`src/sv/slfp_pkg.sv`:
```
// shared types, codes and constants of the sync length field parser
package slfp_pkg;

	// fixed field widths
	localparam int BYTE_W    = 8;
	localparam int SYNC_W    = 32;
	localparam int TIMEOUT_W = 24;
	localparam int KIND_W    = 2;
	localparam int EVENT_W   = 3;
	localparam int POS_W     = 2;
	localparam int CFG_IDX_W = 2;
	localparam int CFG_DATA_W = 32;

	// default for the tick counter width
	localparam int TIMER_WIDTH_DEF = 24;

	// configuration reset values
	localparam logic [SYNC_W-1:0]    SYNC_PATTERN_RST  = 32'h1234_5678;
	localparam logic [TIMEOUT_W-1:0] TIMEOUT_TICKS_RST = 24'd1000;

	// last position of the four-byte sync word
	localparam logic [POS_W-1:0] SYNC_POS_LAST = 2'd3;

	// configuration register indexes
	typedef enum logic [CFG_IDX_W-1:0] {
		REG_SYNC_PATTERN  = 2'd0,
		REG_TIMEOUT_TICKS = 2'd1
	} reg_idx_t;

	// input operation codes
	typedef enum logic {
		OP_BYTE = 1'b0,
		OP_TICK = 1'b1
	} op_t;

	// parser phases
	typedef enum logic [2:0] {
		PH_HUNT   = 3'd0,
		PH_LEN1   = 3'd1,
		PH_LEN2   = 3'd2,
		PH_FIRST  = 3'd3,
		PH_SECOND = 3'd4
	} phase_t;

	// payload byte tags
	typedef enum logic [KIND_W-1:0] {
		KIND_NONE   = 2'd0,
		KIND_FIRST  = 2'd1,
		KIND_SECOND = 2'd2
	} kind_t;

	// event codes
	typedef enum logic [EVENT_W-1:0] {
		EV_NONE     = 3'd0,
		EV_SYNC     = 3'd1,
		EV_DONE     = 3'd2,
		EV_MISMATCH = 3'd3,
		EV_TIMEOUT  = 3'd4
	} event_t;

	// configuration register contents
	typedef struct packed {
		logic [SYNC_W-1:0]    sync_pattern;
		logic [TIMEOUT_W-1:0] timeout_ticks;
	} cfg_t;

	// one result transaction
	typedef struct packed {
		kind_t             kind;
		logic [BYTE_W-1:0] payload;
		logic              last;
		event_t            ev;
	} result_t;

endpackage

```
`src/sv/slfp_core.sv`:
```
// parser state registers and the per-transaction update logic
module slfp_core #(
	parameter int TIMER_WIDTH = slfp_pkg::TIMER_WIDTH_DEF
) (
	input  logic                        clk,
	input  logic                        arst_n,
	input  logic                        accept,
	input  logic                        operation,
	input  logic [slfp_pkg::BYTE_W-1:0] data_byte,
	input  slfp_pkg::cfg_t              cfg,
	output slfp_pkg::result_t           result
);

	localparam int CMP_W = (TIMER_WIDTH + 1 > slfp_pkg::TIMEOUT_W) ?
		TIMER_WIDTH + 1 : slfp_pkg::TIMEOUT_W;

	slfp_pkg::phase_t             phase_q, phase_d;
	logic [slfp_pkg::POS_W-1:0]   pos_q, pos_d;
	logic [slfp_pkg::BYTE_W-1:0]  first_rem_q, first_rem_d;
	logic [slfp_pkg::BYTE_W-1:0]  second_rem_q, second_rem_d;
	logic [TIMER_WIDTH-1:0]       elapsed_q, elapsed_d;

	logic                         is_tick;
	logic                         idle_tick;
	logic [CMP_W-1:0]             tick_next;
	logic                         timeout_hit;
	logic [TIMER_WIDTH-1:0]       elapsed_inc;
	logic [slfp_pkg::BYTE_W-1:0]  want_byte;
	logic                         sync_match;
	logic                         first_last;
	logic                         second_last;

	// tick counting and timeout compare
	assign is_tick     = (slfp_pkg::op_t'(operation) == slfp_pkg::OP_TICK);
	assign idle_tick   = (phase_q == slfp_pkg::PH_HUNT) && (pos_q == '0);
	assign tick_next   = CMP_W'(elapsed_q) + CMP_W'(1);
	assign timeout_hit = tick_next >= CMP_W'(cfg.timeout_ticks);
	assign elapsed_inc = (&elapsed_q) ? elapsed_q : elapsed_q + TIMER_WIDTH'(1);

	// expected sync byte, first byte in the top bits
	always_comb begin
		case (pos_q)
			2'd0:    want_byte = cfg.sync_pattern[31:24];
			2'd1:    want_byte = cfg.sync_pattern[23:16];
			2'd2:    want_byte = cfg.sync_pattern[15:8];
			default: want_byte = cfg.sync_pattern[7:0];
		endcase
	end

	assign sync_match  = (data_byte == want_byte);
	assign first_last  = (first_rem_q <= slfp_pkg::BYTE_W'(1));
	assign second_last = (second_rem_q <= slfp_pkg::BYTE_W'(1));

	// next phase
	always_comb begin
		phase_d = phase_q;
		if (accept) begin
			if (is_tick) begin
				if (!idle_tick && timeout_hit) begin
					phase_d = slfp_pkg::PH_HUNT;
				end
			end else begin
				unique case (phase_q)
					slfp_pkg::PH_HUNT: begin
						if (!sync_match) begin
							phase_d = slfp_pkg::PH_HUNT;
						end else if (pos_q == slfp_pkg::SYNC_POS_LAST) begin
							phase_d = slfp_pkg::PH_LEN1;
						end
					end
					slfp_pkg::PH_LEN1: phase_d = slfp_pkg::PH_LEN2;
					slfp_pkg::PH_LEN2: begin
						if (first_rem_q != '0) begin
							phase_d = slfp_pkg::PH_FIRST;
						end else if (data_byte != '0) begin
							phase_d = slfp_pkg::PH_SECOND;
						end else begin
							phase_d = slfp_pkg::PH_HUNT;
						end
					end
					slfp_pkg::PH_FIRST: begin
						if (first_last) begin
							phase_d = (second_rem_q != '0) ?
								slfp_pkg::PH_SECOND : slfp_pkg::PH_HUNT;
						end
					end
					slfp_pkg::PH_SECOND: begin
						if (second_last) begin
							phase_d = slfp_pkg::PH_HUNT;
						end
					end
					default: phase_d = slfp_pkg::PH_HUNT;
				endcase
			end
		end
	end

	// result and datapath counters
	always_comb begin
		pos_d        = pos_q;
		first_rem_d  = first_rem_q;
		second_rem_d = second_rem_q;
		elapsed_d    = elapsed_q;
		result.kind    = slfp_pkg::KIND_NONE;
		result.payload = '0;
		result.last    = 1'b0;
		result.ev      = slfp_pkg::EV_NONE;
		if (is_tick) begin
			if (!idle_tick) begin
				if (timeout_hit) begin
					pos_d     = '0;
					elapsed_d = '0;
					result.ev = slfp_pkg::EV_TIMEOUT;
				end else begin
					elapsed_d = elapsed_inc;
				end
			end
		end else begin
			unique case (phase_q)
				slfp_pkg::PH_LEN1: first_rem_d = data_byte;
				slfp_pkg::PH_LEN2: begin
					second_rem_d = data_byte;
					if (first_rem_q == '0 && data_byte == '0) begin
						pos_d     = '0;
						elapsed_d = '0;
						result.ev = slfp_pkg::EV_DONE;
					end
				end
				slfp_pkg::PH_FIRST: begin
					result.kind    = slfp_pkg::KIND_FIRST;
					result.payload = data_byte;
					result.last    = first_last;
					first_rem_d    = first_last ? '0 : first_rem_q - slfp_pkg::BYTE_W'(1);
					if (first_last && second_rem_q == '0) begin
						pos_d     = '0;
						elapsed_d = '0;
						result.ev = slfp_pkg::EV_DONE;
					end
				end
				slfp_pkg::PH_SECOND: begin
					result.kind    = slfp_pkg::KIND_SECOND;
					result.payload = data_byte;
					result.last    = second_last;
					second_rem_d   = second_last ? '0 : second_rem_q - slfp_pkg::BYTE_W'(1);
					if (second_last) begin
						pos_d     = '0;
						elapsed_d = '0;
						result.ev = slfp_pkg::EV_DONE;
					end
				end
				default: begin
					// hunt for the sync word
					if (!sync_match) begin
						pos_d     = '0;
						elapsed_d = '0;
						result.ev = slfp_pkg::EV_MISMATCH;
					end else if (pos_q == slfp_pkg::SYNC_POS_LAST) begin
						pos_d     = '0;
						elapsed_d = '0;
						result.ev = slfp_pkg::EV_SYNC;
					end else begin
						pos_d = pos_q + slfp_pkg::POS_W'(1);
					end
				end
			endcase
		end
	end

	// state registers
	always_ff @(posedge clk or negedge arst_n) begin
		if (!arst_n) begin
			phase_q      <= slfp_pkg::PH_HUNT;
			pos_q        <= '0;
			first_rem_q  <= '0;
			second_rem_q <= '0;
			elapsed_q    <= '0;
		end else if (accept) begin
			phase_q      <= phase_d;
			pos_q        <= pos_d;
			first_rem_q  <= first_rem_d;
			second_rem_q <= second_rem_d;
			elapsed_q    <= elapsed_d;
		end
	end

endmodule

```
`src/sv/slfp_out_buf.sv`:
```
// result register with a skid entry that absorbs one result while the output stalls
module slfp_out_buf (
	input  logic              clk,
	input  logic              arst_n,
	input  logic              push,
	input  slfp_pkg::result_t push_data,
	output logic              push_ready,
	output logic              out_valid,
	input  logic              out_ready,
	output slfp_pkg::result_t out_data
);

	logic              main_valid_q;
	slfp_pkg::result_t main_q;
	logic              skid_valid_q;
	slfp_pkg::result_t skid_q;
	logic              pop;

	assign pop        = main_valid_q && out_ready;
	assign push_ready = !skid_valid_q;
	assign out_valid  = main_valid_q;
	assign out_data   = main_q;

	// valid bits
	always_ff @(posedge clk or negedge arst_n) begin
		if (!arst_n) begin
			main_valid_q <= 1'b0;
			skid_valid_q <= 1'b0;
		end else if (skid_valid_q) begin
			if (pop) begin
				skid_valid_q <= 1'b0;
			end
		end else if (push) begin
			if (main_valid_q && !pop) begin
				skid_valid_q <= 1'b1;
			end else begin
				main_valid_q <= 1'b1;
			end
		end else if (pop) begin
			main_valid_q <= 1'b0;
		end
	end

	// payload registers
	always_ff @(posedge clk) begin
		if (skid_valid_q) begin
			if (pop) begin
				main_q <= skid_q;
			end
		end else if (push) begin
			if (main_valid_q && !pop) begin
				skid_q <= push_data;
			end else begin
				main_q <= push_data;
			end
		end
	end

endmodule

```
`src/sv/sync_length_field_parser.sv`:
```
// top level of the sync word, length prefixed two-field frame parser
//
//  channel  signals                                        direction
//  cfg      cfg_valid cfg_ready cfg_index cfg_data         in  (write)
//  in       in_valid in_ready operation data_byte          in
//  out      out_valid out_ready byte_kind payload_byte     out
//           field_last event_res
//
// one input transaction is taken per cycle while in_ready is high, and its result is
// registered in the result register or the skid entry. the two entries absorb an output
// stall; in_ready drops only while both entries hold unread results.
// arst_n clears the parser to the sync hunt and loads the default sync word and
// timeout; cfg_ready is always high.
module sync_length_field_parser #(
	parameter int TIMER_WIDTH = slfp_pkg::TIMER_WIDTH_DEF
) (
	input  logic                             clk,
	input  logic                             arst_n,
	input  logic                             cfg_valid,
	output logic                             cfg_ready,
	input  logic [slfp_pkg::CFG_IDX_W-1:0]   cfg_index,
	input  logic [slfp_pkg::CFG_DATA_W-1:0]  cfg_data,
	input  logic                             in_valid,
	output logic                             in_ready,
	input  logic                             operation,
	input  logic [slfp_pkg::BYTE_W-1:0]      data_byte,
	output logic                             out_valid,
	input  logic                             out_ready,
	output logic [slfp_pkg::KIND_W-1:0]      byte_kind,
	output logic [slfp_pkg::BYTE_W-1:0]      payload_byte,
	output logic                             field_last,
	output logic [slfp_pkg::EVENT_W-1:0]     event_res
);

	slfp_pkg::cfg_t    cfg_q;
	slfp_pkg::result_t step_res;
	slfp_pkg::result_t out_res;
	logic              in_accept;

	assign cfg_ready = 1'b1;
	assign in_accept = in_valid && in_ready;

	// configuration registers
	always_ff @(posedge clk or negedge arst_n) begin
		if (!arst_n) begin
			cfg_q.sync_pattern  <= slfp_pkg::SYNC_PATTERN_RST;
			cfg_q.timeout_ticks <= slfp_pkg::TIMEOUT_TICKS_RST;
		end else if (cfg_valid) begin
			unique case (cfg_index)
				slfp_pkg::REG_SYNC_PATTERN:
					cfg_q.sync_pattern <= cfg_data[slfp_pkg::SYNC_W-1:0];
				slfp_pkg::REG_TIMEOUT_TICKS:
					cfg_q.timeout_ticks <= cfg_data[slfp_pkg::TIMEOUT_W-1:0];
				default: ;
			endcase
		end
	end

	// parser
	slfp_core #(
		.TIMER_WIDTH(TIMER_WIDTH)
	) u_core (
		.clk       (clk),
		.arst_n    (arst_n),
		.accept    (in_accept),
		.operation (operation),
		.data_byte (data_byte),
		.cfg       (cfg_q),
		.result    (step_res)
	);

	// result stage
	slfp_out_buf u_out_buf (
		.clk        (clk),
		.arst_n     (arst_n),
		.push       (in_accept),
		.push_data  (step_res),
		.push_ready (in_ready),
		.out_valid  (out_valid),
		.out_ready  (out_ready),
		.out_data   (out_res)
	);

	assign byte_kind    = out_res.kind;
	assign payload_byte = out_res.payload;
	assign field_last   = out_res.last;
	assign event_res    = out_res.ev;

endmodule
```
`config.mk`:
```
export PLATFORM = sky130hd
export DESIGN_NAME = sync_length_field_parser
export DESIGN_NICKNAME = d
export VERILOG_FILES = /design/src/sv/slfp_pkg.sv /design/src/sv/slfp_core.sv /design/src/sv/slfp_out_buf.sv /design/src/sv/sync_length_field_parser.sv
export SDC_FILE = /design/constraint.sdc
export NUM_CORES = 1
export LEC_CHECK = 0
export ABC_AREA = 1
export BUFFER_PORTS_ARGS = -buffer_cell sky130_fd_sc_hd__clkbuf_2
export CORE_ASPECT_RATIO = 0.5
export CORE_MARGIN = 2
export CORE_UTILIZATION = 40
export DETAILED_ROUTE_END_ITERATION = 7
export GPL_TIMING_DRIVEN = 0
export PLACE_DENSITY = 0.67
export SLEW_MARGIN = 0
export SYNTH_ARGS = -nofsm -noshare
export SYNTH_HDL_FRONTEND = slang
export SYNTH_SLANG_ARGS = --single-unit
```
`constraint.sdc`:
```
create_clock -name clk -period 3.1 [get_ports clk]
set_input_delay 0.31 -clock clk [delete_from_list [all_inputs] [get_ports clk]]
set_output_delay 0.31 -clock clk [all_outputs]
set_load 0.1 [all_outputs]
```
==> results of run 1 <==
power by group through the flow:
stage / combinational, W / clock, W / sequential, W
after global placement: 0.000398 / 0 / 0.00201
after detailed placement: 0.000413 / 0 / 0.00201
final: 0.000466 / 0.00222 / 0.00198
after global routing: 0.000535 / 0.00231 / 0.00200
after CTS: 0.000426 / 0.00224 / 0.00198
after floorplan: 0.000275 / 0 / 0.00198
per-layer routing:
layer / share of wire / wire length [um] / GRT usage
met3: 0.040 / 805 / 0.0348
met2: 0.50 / 10000 / 0.345
met5: 0 / 0 / 0
met4: 0.018 / 359 / 0.0563
met1: 0.44 / 8960 / 0.242
area by class of cell:
| type | instances | share of cell area |
|---|---|---|
| multi-input cells | 685 | 0.411 |
| flip-flops and latches | 131 | 0.354 |
| repair buffers | 91 | 0.0598 |
| inverters | 146 | 0.0563 |
| clock buffers | 20 | 0.0492 |
| well taps | 259 | 0.0333 |
| plain buffers | 34 | 0.0192 |
| clock inverters | 12 | 0.0170 |
metrics by stage:
| step | total power (W) | cells | utilization |
|---|---|---|---|
| 6_report | 0.00466 | 1378 | 0.523 |
| 5_1_grt | 0.00484 | 1378 | 0.523 |
| 4_1_cts | 0.00464 | 1360 | 0.492 |
| 3_5_place_dp | 0.00242 | 1317 | 0.448 |
| 3_3_place_gp | 0.00240 | 1317 | 0.447 |
| 2_1_floorplan | 0.00226 | 996 | - |
cell families (layout without fill, tap and decap cells):
family / after synthesis / in the layout / synth area share
AO/OA/AOI/OAI: 121 / 121 / 0.0861
multiplexers: 8 / 8 / 0.0117
other: 1 / 1 / 0.000488
XOR/XNOR: 23 / 23 / 0.0262
flip-flops: 131 / 131 / 0.448
adder cells (fa/ha/maj): 33 / 33 / 0.0537
AND/OR/NAND/NOR: 499 / 499 / 0.281
buffers and inverters: 180 / 303 / 0.0934
state kept, by name (all words and copies together) (netlist names):
name,count
cfg_q,56
u_core.elapsed_q,24
u_core.first_rem_q,8
u_core.phase_q,3
u_core.pos_q,2
u_core.second_rem_q,8
u_out_buf.out_data,14
u_out_buf.out_valid,1
u_out_buf.skid_q,14
u_out_buf.skid_valid_q,1
what timing repair did:
item,in CTS,in global routing
setup endpoints to repair,31,31
hold buffers,0,0
hold endpoints to repair,0,0
pin swaps,5,46
resized for setup,20,104
cloned,0,2
buffers inserted,11,16
worst paths after layout:
kind,endpoint,depth (start not counted)
worst max-delay path,u_core.elapsed_q[11]$_DFFE_PN0P_,22
worst min-delay path,cfg_q[18]$_DFFE_PN0P_,1
worst max register to register,u_core.elapsed_q[11]$_DFFE_PN0P_,22
worst min register to register,cfg_q[21]$_DFFE_PN0P_,2
max in group asynchronous,u_core.phase_q[1]$_DFFE_PN0P_,1
min in group clk,cfg_q[45]$_DFFE_PN1P_,3
Yosys cell counts (all sizes together):
cell       n  area, um^2
a211oi     1        7.51
a21boi     2        15.0
a21oi     31         155
a22o       1        8.76
a22oi      9        67.6
a2bb2oi    1        8.76
a31o       1        8.76
a31oi      1        6.26
a32oi      1        8.76
and2       2        15.0
buf       19         114
clkbuf    15        56.3
clkinv     1        3.75
conb       1        3.75
dfrtp     84        2100
dfstp     19         499
edfxtp    28         841
ha        33         413
inv      145         544
mux2       8        90.1
nand2    304        1160
nand3     71         395
nand3b     4        30.0
nand4     10        62.6
nor2      78         325
nor3      22         126
o211ai     1        7.51
o21a       1        7.51
o21ai     69         345
o22ai      1        6.26
o32ai      1        8.76
or2        8        50.1
xnor2      3        26.3
xor2      20         175
==> run_results.csv, run 1 <==
group,metric,value,unit
pwr,clockPowerShare,0.475,
grt,grt_pass1_wl,31600,um
pwr,p_per_area,479,nW/um^2
setup_path,critPathCaptureType,"flip-flop",
placement,place.port_buffers,62,
timing,finalCritPeriodShare,1.03,
pwr,p_comb_frac,0.100,
pwr,switching_share,0.257,
setup_path,cp-startpoint,"u_core.elapsed_q[1]$_DFFE_PN0P_",
die,start_util,0.413,
die,die_h,102,um
setup_path,r2r_slack,-90,ps
die,coreArea,18600,um^2
timing,finalSetupViolations,28,
hold_path,holdCritPathClass,"primary input to asynchronous set/reset pin",
setup_path,crit_type,"flip-flop to flip-flop",
finish,final_common_cell,"nand2_1",
setup_path,slowest_stage,"dfrtp_2",
clock_tree,clock_path_buffers,2,
detailed_routing,dr.pass1.iters,5,
die,die_w,200,um
clock_tree,cts_tree,"done",
finish,multiInputGateArea,4000,um^2
run,drv_cap,0,
pwr,internal_power,0.00346,W
timing,whs,-13.7,ps
clock_tree,cts_buffers,17,
timing,finalSetupTns,-1120,ps
logic_synthesis,yosys_warnings,0,
status,violations,"negative hold slack, negative setup slack",
finish,layout-drive-gt1-share,0.252,
timing,fmax,313,MHz
pwr,p_switching,0.00120,W
logic_synthesis,yosysSeqAreaShare,0.448,
logic_synthesis,synth_cell_types,50,
detailed_routing,wire_per_inst,14.6,um
setup_path,crit_arrival,3550,ps
placement,post-dp-hpwl,13800,um
finish,final_cell_mix,"nand2_1, inv_1, dfrtp_1",
status,status,"complete, but fails checks",
detailed_routing,wl,20200,um
clock_tree,insertion_delay,420,ps
pwr,peakVddDrop,0.000366,V
setup_path,start_kind,"flip-flop",
finish,syn2layout_area_growth,26.5,%
placement,dpl_worst_slack,-589,ps
setup_path,slowest_delay,410,ps
setup_path,cp.buffers_inverters,3,
clock_tree,clock_sinks,131,
timing,rsz0062_at_grt,"true",
detailed_routing,route.detailed.drc,0,
logic_synthesis,synthCells,996,
logic_synthesis,synth_area,7690,um^2
die,io_pins,65,
grt,gr-usage-all-layers,0.192,
finish,diodes,0,
die,num_rows,35,
detailed_routing,ant_nets,0,
clock_tree,cts-root-buf,"clkbuf_16",
placement,place_area,8330,um^2
grt,grt_pass1_vias,6647,
timing,slew_headroom,0.160,
timing,worst_slack,-92.4,ps
logic_synthesis,synth_nets,1077,
setup_path,r2r-start,"u_core.elapsed_q[1]$_DFFE_PN0P_",
timing,layout_min_cycle_time,3190,ps
pwr,leakage,4.74,nW
setup_path,crit_fanout,7,
finish,finalInstanceArea,9730,um^2
die,dieArea,20400,um^2
setup_path,cp_common_cell,"nand2_1",
clock_tree,clkTransAtPathRegs,60,ps
grt,grt_max_degree,104,
placement,place.gp.congestion,0.914,
clock_tree,htreeDepth,4,
pwr,sequentialPowerShare,0.425,
timing,drv_slew,0,
detailed_routing,vias_per_cell,5.07,
logic_synthesis,avgSynthCellArea,7.72,um^2
logic_synthesis,synth-seq-cells,131,
timing,fin_skew,12.7,ps
timing,tightest_slew,1260,ps
setup_path,crit_required,3460,ps
setup_path,crit_family,"simple AND/OR/NAND/NOR gates",
setup_path,path_cells,"nand4_1 -> nor3_4 -> nand2_2 -> nor2_4 -> nand2_2 -> xor2_2 -> inv_2 -> ha_4 -> nand2_4 -> inv_1 -> nand2_1 -> nand2_1 -> nand2_1 -> nand3_2 -> nand2_1 -> nand2_2 -> nor2_4 -> nand3_4 -> buf_6 -> nor2_4 -> nand3_1 -> nand2_1",
finish,ff_latch_area,3450,um^2
finish,fillers,1657,
grt,grt_overflow,0,
finish,final_nets,1187,
timing,hold_viol_final,9,
grt,antenna_found_initial,0,
detailed_routing,via_count,6989,
detailed_routing,initialDrtViolationCount,579,
No activity file was read; power rests on OpenSTA's default activity.
==> run 2, diff against run 1 <==
--- a/config.mk
+++ b/config.mk
@@ -9,10 +9,10 @@
 export BUFFER_PORTS_ARGS = -buffer_cell sky130_fd_sc_hd__clkbuf_2
 export CORE_ASPECT_RATIO = 0.5
 export CORE_MARGIN = 2
-export CORE_UTILIZATION = 40
+export CORE_UTILIZATION = 33
 export DETAILED_ROUTE_END_ITERATION = 7
 export GPL_TIMING_DRIVEN = 0
-export PLACE_DENSITY = 0.67
+export PLACE_DENSITY = 0.59
 export SLEW_MARGIN = 0
 export SYNTH_ARGS = -nofsm -noshare
 export SYNTH_HDL_FRONTEND = slang
==> constraint.sdc (replaced) <==
create_clock -name clk -period 3.45 [get_ports clk]
set_input_delay 0.345 -clock clk [delete_from_list [all_inputs] [get_ports clk]]
set_output_delay 0.345 -clock clk [all_outputs]
set_load 0.1 [all_outputs]
==> run_results.csv, run 2 (synthesis gave the netlist of run 1 again) <==
group,metric,value,unit
detailed_routing,dr.pass1.iters,5,
finish,multiInputGateArea,3610,um^2
die,dieArea,24600,um^2
clock_tree,htreeDepth,4,
placement,post-dp-hpwl,14300,um
clock_tree,clock_path_buffers,2,
detailed_routing,via_count,6615,
pwr,switching_share,0.255,
detailed_routing,initialDrtViolationCount,414,
clock_tree,cts_buffers,17,
setup_path,critPathCaptureType,"flip-flop",
detailed_routing,wl,19500,um
detailed_routing,ant_nets,0,
grt,antenna_found_initial,0,
finish,largest-register,"cfg_q",
clock_tree,cts_hold_buf,0,
run,drv_cap,0,
placement,dp.cells,1365,
setup_path,crit_required,3770,ps
timing,finalSetupViolations,0,
timing,hold_viol_final,0,
finish,ff_latch_area,3440,um^2
detailed_routing,wire_per_inst,13.8,um
pwr,p_switching,0.00102,W
setup_path,crit_fanout,10,
placement,place.gp.congestion,0.892,
pwr,clockPowerShare,0.460,
pwr,sequentialPowerShare,0.446,
finish,layout-drive-gt1-share,0.175,
status,status,"finished clean",
pwr,leakage,4.59,nW
finish,instances_no_fill,1407,
timing,finalSetupTns,0,ps
pwr,internal_power,0.00297,W
detailed_routing,route.detailed.drc,0,
finish,largest_register_ffs,56,
clock_tree,cts_tree,"done",
clock_tree,insertion_delay,430,ps
clock_tree,cts-root-buf,"clkbuf_16",
grt,grt_pass1_vias,6705,
setup_path,crit_arrival,3510,ps
finish,syn2layout_area_growth,19.1,%
clock_tree,clkTransAtPathRegs,60,ps
timing,fin_skew,8.79,ps
die,io_pins,65,
timing,fmax,313,MHz
timing,finalCritPeriodShare,0.926,
timing,tightest_slew,1300,ps
timing,drv_slew,0,
placement,place.port_buffers,62,
die,die_h,112,um
hold_path,holdCritPathClass,"primary input to asynchronous set/reset pin",
finish,final_cell_mix,"nand2_1, inv_1, dfrtp_1",
setup_path,start_kind,"flip-flop",
grt,grt_overflow,0,
die,start_util,0.337,
finish,reg_top3,"cfg_q x56, u_core.elapsed_q x24",
die,num_rows,39,
clock_tree,clock_sinks,131,
grt,gr-usage-all-layers,0.167,
setup_path,crit_type,"flip-flop to flip-flop",
detailed_routing,vias_per_cell,4.70,
finish,diodes,0,
finish,fillers,2343,
die,die_w,220,um
finish,final_common_cell,"nand2_1",
timing,whs,21.7,ps
timing,layout_min_cycle_time,3190,ps
setup_path,ff2ff_path_depth,20,
die,coreArea,22800,um^2
pwr,power,0.00399,W
timing,slew_headroom,0.132,
pwr,peakVddDrop,0.000344,V
pwr,p_comb_frac,0.093,
grt,grt_pass1_wl,32700,um
grt,grt_max_degree,104,
pwr,p_per_area,436,nW/um^2
finish,final_nets,1168,
[run 2: path summary, 6_finish.rpt]
check / start / endpoint / slack (ps)
worst max-delay path: u_core.elapsed_q[1]$_DFFE_PN0P_ / u_core.elapsed_q[22]$_DFFE_PN0P_ / 260
worst min-delay path: arst_n / cfg_q[43]$_DFFE_PN0P_ / 20
worst max register to register: u_core.elapsed_q[1]$_DFFE_PN0P_ / u_core.elapsed_q[22]$_DFFE_PN0P_ / 260
worst min register to register: cfg_q[11]$_DFFE_PN0P_ / cfg_q[11]$_DFFE_PN0P_ / 490
max in group asynchronous: arst_n / u_core.elapsed_q[0]$_DFFE_PN0P_ / 2820
min in group clk: cfg_data[29] / cfg_q[53]$_DFFE_PN0P_ / 150
[run 2: what timing repair did]
action,in CTS,in global routing
gates resized for setup,2,20
pin swaps,0,5
setup buffers,0,10
endpoints found under the setup margin,20,31
[run 2: area by class of cell]
cell class | instances | share of cell area
sequential | 131 | 0.376
clock inverter | 9 | 0.00983
clock buffer | 23 | 0.0557
tap | 307 | 0.0419
inverter | 146 | 0.0598
multi-input combinational | 685 | 0.394
timing repair buffer | 72 | 0.0430
buffer | 34 | 0.0191
[run 2: routing by layer]
metal,part of all wire,up-vias,global-route usage
li1,-,3347,-
met1,0.47,3128,0.214
met2,0.48,107,0.280
met3,0.031,33,0.0333
met4,0.019,0,0.0591
met5,0,-,0
[run 2: through the flow]
stage | instance area (um^2) | setup slack [ps] | utilization
after global routing | 9160 | -22.7 | 0.401
after global placement | 8390 | -97.7 | 0.367
after CTS | 9000 | 2.39 | 0.394
after floorplan | 7690 | 665 | -
after detailed placement | 8390 | -120 | 0.368
final | 9160 | 255 | 0.401
[run 2: worst max-delay path, cell delays in order (launching register included)]
cell      delay (ps)
dfrtp_1          390
nand4_1          230
nor3_4           300
nand2_1          130
nor2_2           140
nand2_1          110
xor2_2           200
inv_1             70
ha_1             290
nand2_1           50
nor2_1           120
nand2_2          100
nor2_1           130
nand3_1           80
nand3b_1         130
nor2_4            70
nand3_4          150
buf_4            200
nor2_1            50
nand3_1           70
nand2_1           60
[run 2: power groups by stage]
stage / Combinational (W) / Clock, W / Sequential (W)
5_1_grt: 0.000441 / 0.00193 / 0.00180
3_3_place_gp: 0.000361 / 0 / 0.00180
2_1_floorplan: 0.000247 / 0 / 0.00178
3_5_place_dp: 0.000372 / 0 / 0.00181
4_1_cts: 0.000376 / 0.00187 / 0.00178
6_report: 0.000373 / 0.00184 / 0.00178
==> run 3, diff against run 2 <==
--- a/config.mk
+++ b/config.mk
@@ -13,6 +13,7 @@
 export DETAILED_ROUTE_END_ITERATION = 7
 export GPL_TIMING_DRIVEN = 0
 export PLACE_DENSITY = 0.59
+export REMOVE_ABC_BUFFERS = 1
 export SLEW_MARGIN = 0
 export SYNTH_ARGS = -nofsm -noshare
 export SYNTH_HDL_FRONTEND = slang
==> run_results.csv, run 3 (synthesis gave the netlist of run 1 again) <==
group,metric,value,unit
finish,layout-drive-gt1-share,0.181,
clock_tree,insertion_delay,430,ps
clock_tree,clkTransAtPathRegs,60,ps
die,num_rows,39,
setup_path,ff2ff_path_depth,23,
grt,grt_pass1_vias,6400,
die,dieArea,24600,um^2
detailed_routing,wl,19300,um
detailed_routing,wire_per_inst,14.0,um
grt,grt_overflow,0,
placement,post-dp-hpwl,13500,um
timing,finalSetupViolations,0,
clock_tree,cts-root-buf,"clkbuf_16",
placement,dpl_worst_slack,-295,ps
detailed_routing,vias_per_cell,4.74,
run,drv_cap,0,
timing,slew_headroom,0.223,
finish,diodes,0,
setup_path,crit_arrival,3570,ps
setup_path,crit_fanout,7,
timing,tightest_slew,1160,ps
die,coreArea,22800,um^2
finish,final_nets,1143,
grt,grt_util_met3,0.0352,
setup_path,cp-startpoint,"u_core.elapsed_q[0]$_DFFE_PN0P_",
finish,largest-register,"cfg_q",
setup_path,crit_required,3810,ps
pwr,leakage,4.53,nW
clock_tree,clock_sinks,131,
clock_tree,clock_path_buffers,2,
grt,grtUsageMet1,0.211,
finish,finalInstanceArea,9120,um^2
setup_path,r2r_slack,250,ps
setup_path,crit_type,"flip-flop to flip-flop",
finish,final_common_cell,"nand2_1",
detailed_routing,initialDrtViolationCount,399,
grt,grt-busiest-layer,"met2",
setup_path,critPathCaptureType,"flip-flop",
setup_path,endpoint,"u_core.elapsed_q[18]$_DFFE_PN0P_",
placement,place_area,8250,um^2
pwr,p_per_area,435,nW/um^2
timing,worst_slack,249,ps
clock_tree,cts_tree,"done",
pwr,peakVddDrop,0.000342,V
detailed_routing,ant_nets,0,
timing,fin_skew,12.0,ps
timing,fmax,312,MHz
clock_tree,cts_buffers,17,
die,io_pins,65,
setup_path,start_kind,"flip-flop",
detailed_routing,via_count,6544,
finish,final_cell_mix,"nand2_1, inv_1, dfrtp_1",
hold_path,holdCritPathClass,"primary input to asynchronous set/reset pin",
timing,layout_min_cycle_time,3200,ps
timing,drv_slew,0,
grt,grt_max_degree,104,
status,status,"complete, but fails checks",
status,violations,"negative hold slack",
finish,reg_top3,"cfg_q x56, u_core.elapsed_q x24",
setup_path,timing.rr.end,"u_core.elapsed_q[18]$_DFFE_PN0P_",
die,die_h,112,um
finish,syn2layout_area_growth,18.6,%
setup_path,r2r-start,"u_core.elapsed_q[0]$_DFFE_PN0P_",
placement,place.port_buffers,63,
timing,whs,-21.7,ps
timing,hold_viol_final,7,
detailed_routing,route.detailed.drc,0,
finish,largest_register_ffs,56,
clock_tree,htreeDepth,4,
die,start_util,0.337,
finish,fin_util,0.400,
grt,antenna_found_initial,0,
grt,gr-usage-all-layers,0.164,
grt,grtUsageMet2,0.275,
die,die_w,220,um
timing,finalCritPeriodShare,0.928,
detailed_routing,dr.pass1.iters,5,
grt,grt_pass1_wl,31900,um
placement,place.gp.congestion,0.870,
## run 3: layer usage
| layer | wire [um] | up-vias |
|---|---|---|
| met3 | 709 | 25 |
| met4 | 360 | 0 |
| met2 | 9220 | 114 |
| li1 | - | 3308 |
| met1 | 9060 | 3097 |
| met5 | 0 | - |
## run 3: what timing repair did
item / 4_1_cts / 5_1_grt
hold buffers: 0 / 0
endpoints found under the hold margin: 0 / 0
gates cloned: 2 / 1
gates resized for setup: 6 / 26
pin swaps: 3 / 12
setup buffers: 2 / 11
endpoints found under the setup margin: 30 / 31
## run 3: power breakdown
part	total (W)	switching [W]	internal (W)
registers	0.00177	0.0000628	0.00171
clock network	0.00181	0.000732	0.00108
logic	0.000376	0.000237	0.000139
## run 3: stage by stage
step | setup TNS [ps] | power [W] | hold slack, ps | std cells
floorplan | 0 | 0.00202 | 49.4 | 962
finish | 0 | 0.00396 | -21.7 | 1382
detailed placement | -7540 | 0.00217 | 473 | 1333
global route | -320 | 0.00414 | 92.2 | 1382
global placement | -7410 | 0.00216 | 467 | 1332
CTS | 0 | 0.00400 | 49.5 | 1369
## run 3: worst min-delay path by stage
stage                             to  cells past startpoint  slack [ps]
4_1_cts        cfg_q[17]$_DFFE_PN0P_                      1          50
5_1_grt        cfg_q[17]$_DFFE_PN0P_                      1          90
3_5_place_dp   cfg_q[32]$_DFFE_PN0P_                      2         470
6_report       cfg_q[17]$_DFFE_PN0P_                      1         -20
3_3_place_gp   cfg_q[32]$_DFFE_PN0P_                      2         470
2_1_floorplan   cfg_q[0]$_DFFE_PN0P_                      0          50
## run 3: area by class of cell
type	instances	area, um^2
Inverter	146	548
Clock buffer	20	478
Sequential cell	131	3450
Fill cell	2336	13700
Clock inverter	12	120
Timing Repair Buffer	78	460
Multi-Input combinational cell	688	3690
Tap cell	307	384
## run 3: worst max-delay path, stage by stage (launching register included)
cell and delay [ps]:
dfrtp_2 420, ha_4 170, nand3_4 120, inv_2 90
nand2_2 70, nor2_4 130, nand4_1 160, xor2_2 230
inv_1 60, ha_1 290, nand2_1 80, inv_1 50
nand2_1 60, nand2_1 50, nand3_1 70, nand2_2 60
nand2_1 60, nand2_1 80, nor2_4 160, buf_6 130
nand3_4 190, nor2_2 180, nand3_1 80, nand2_1 90
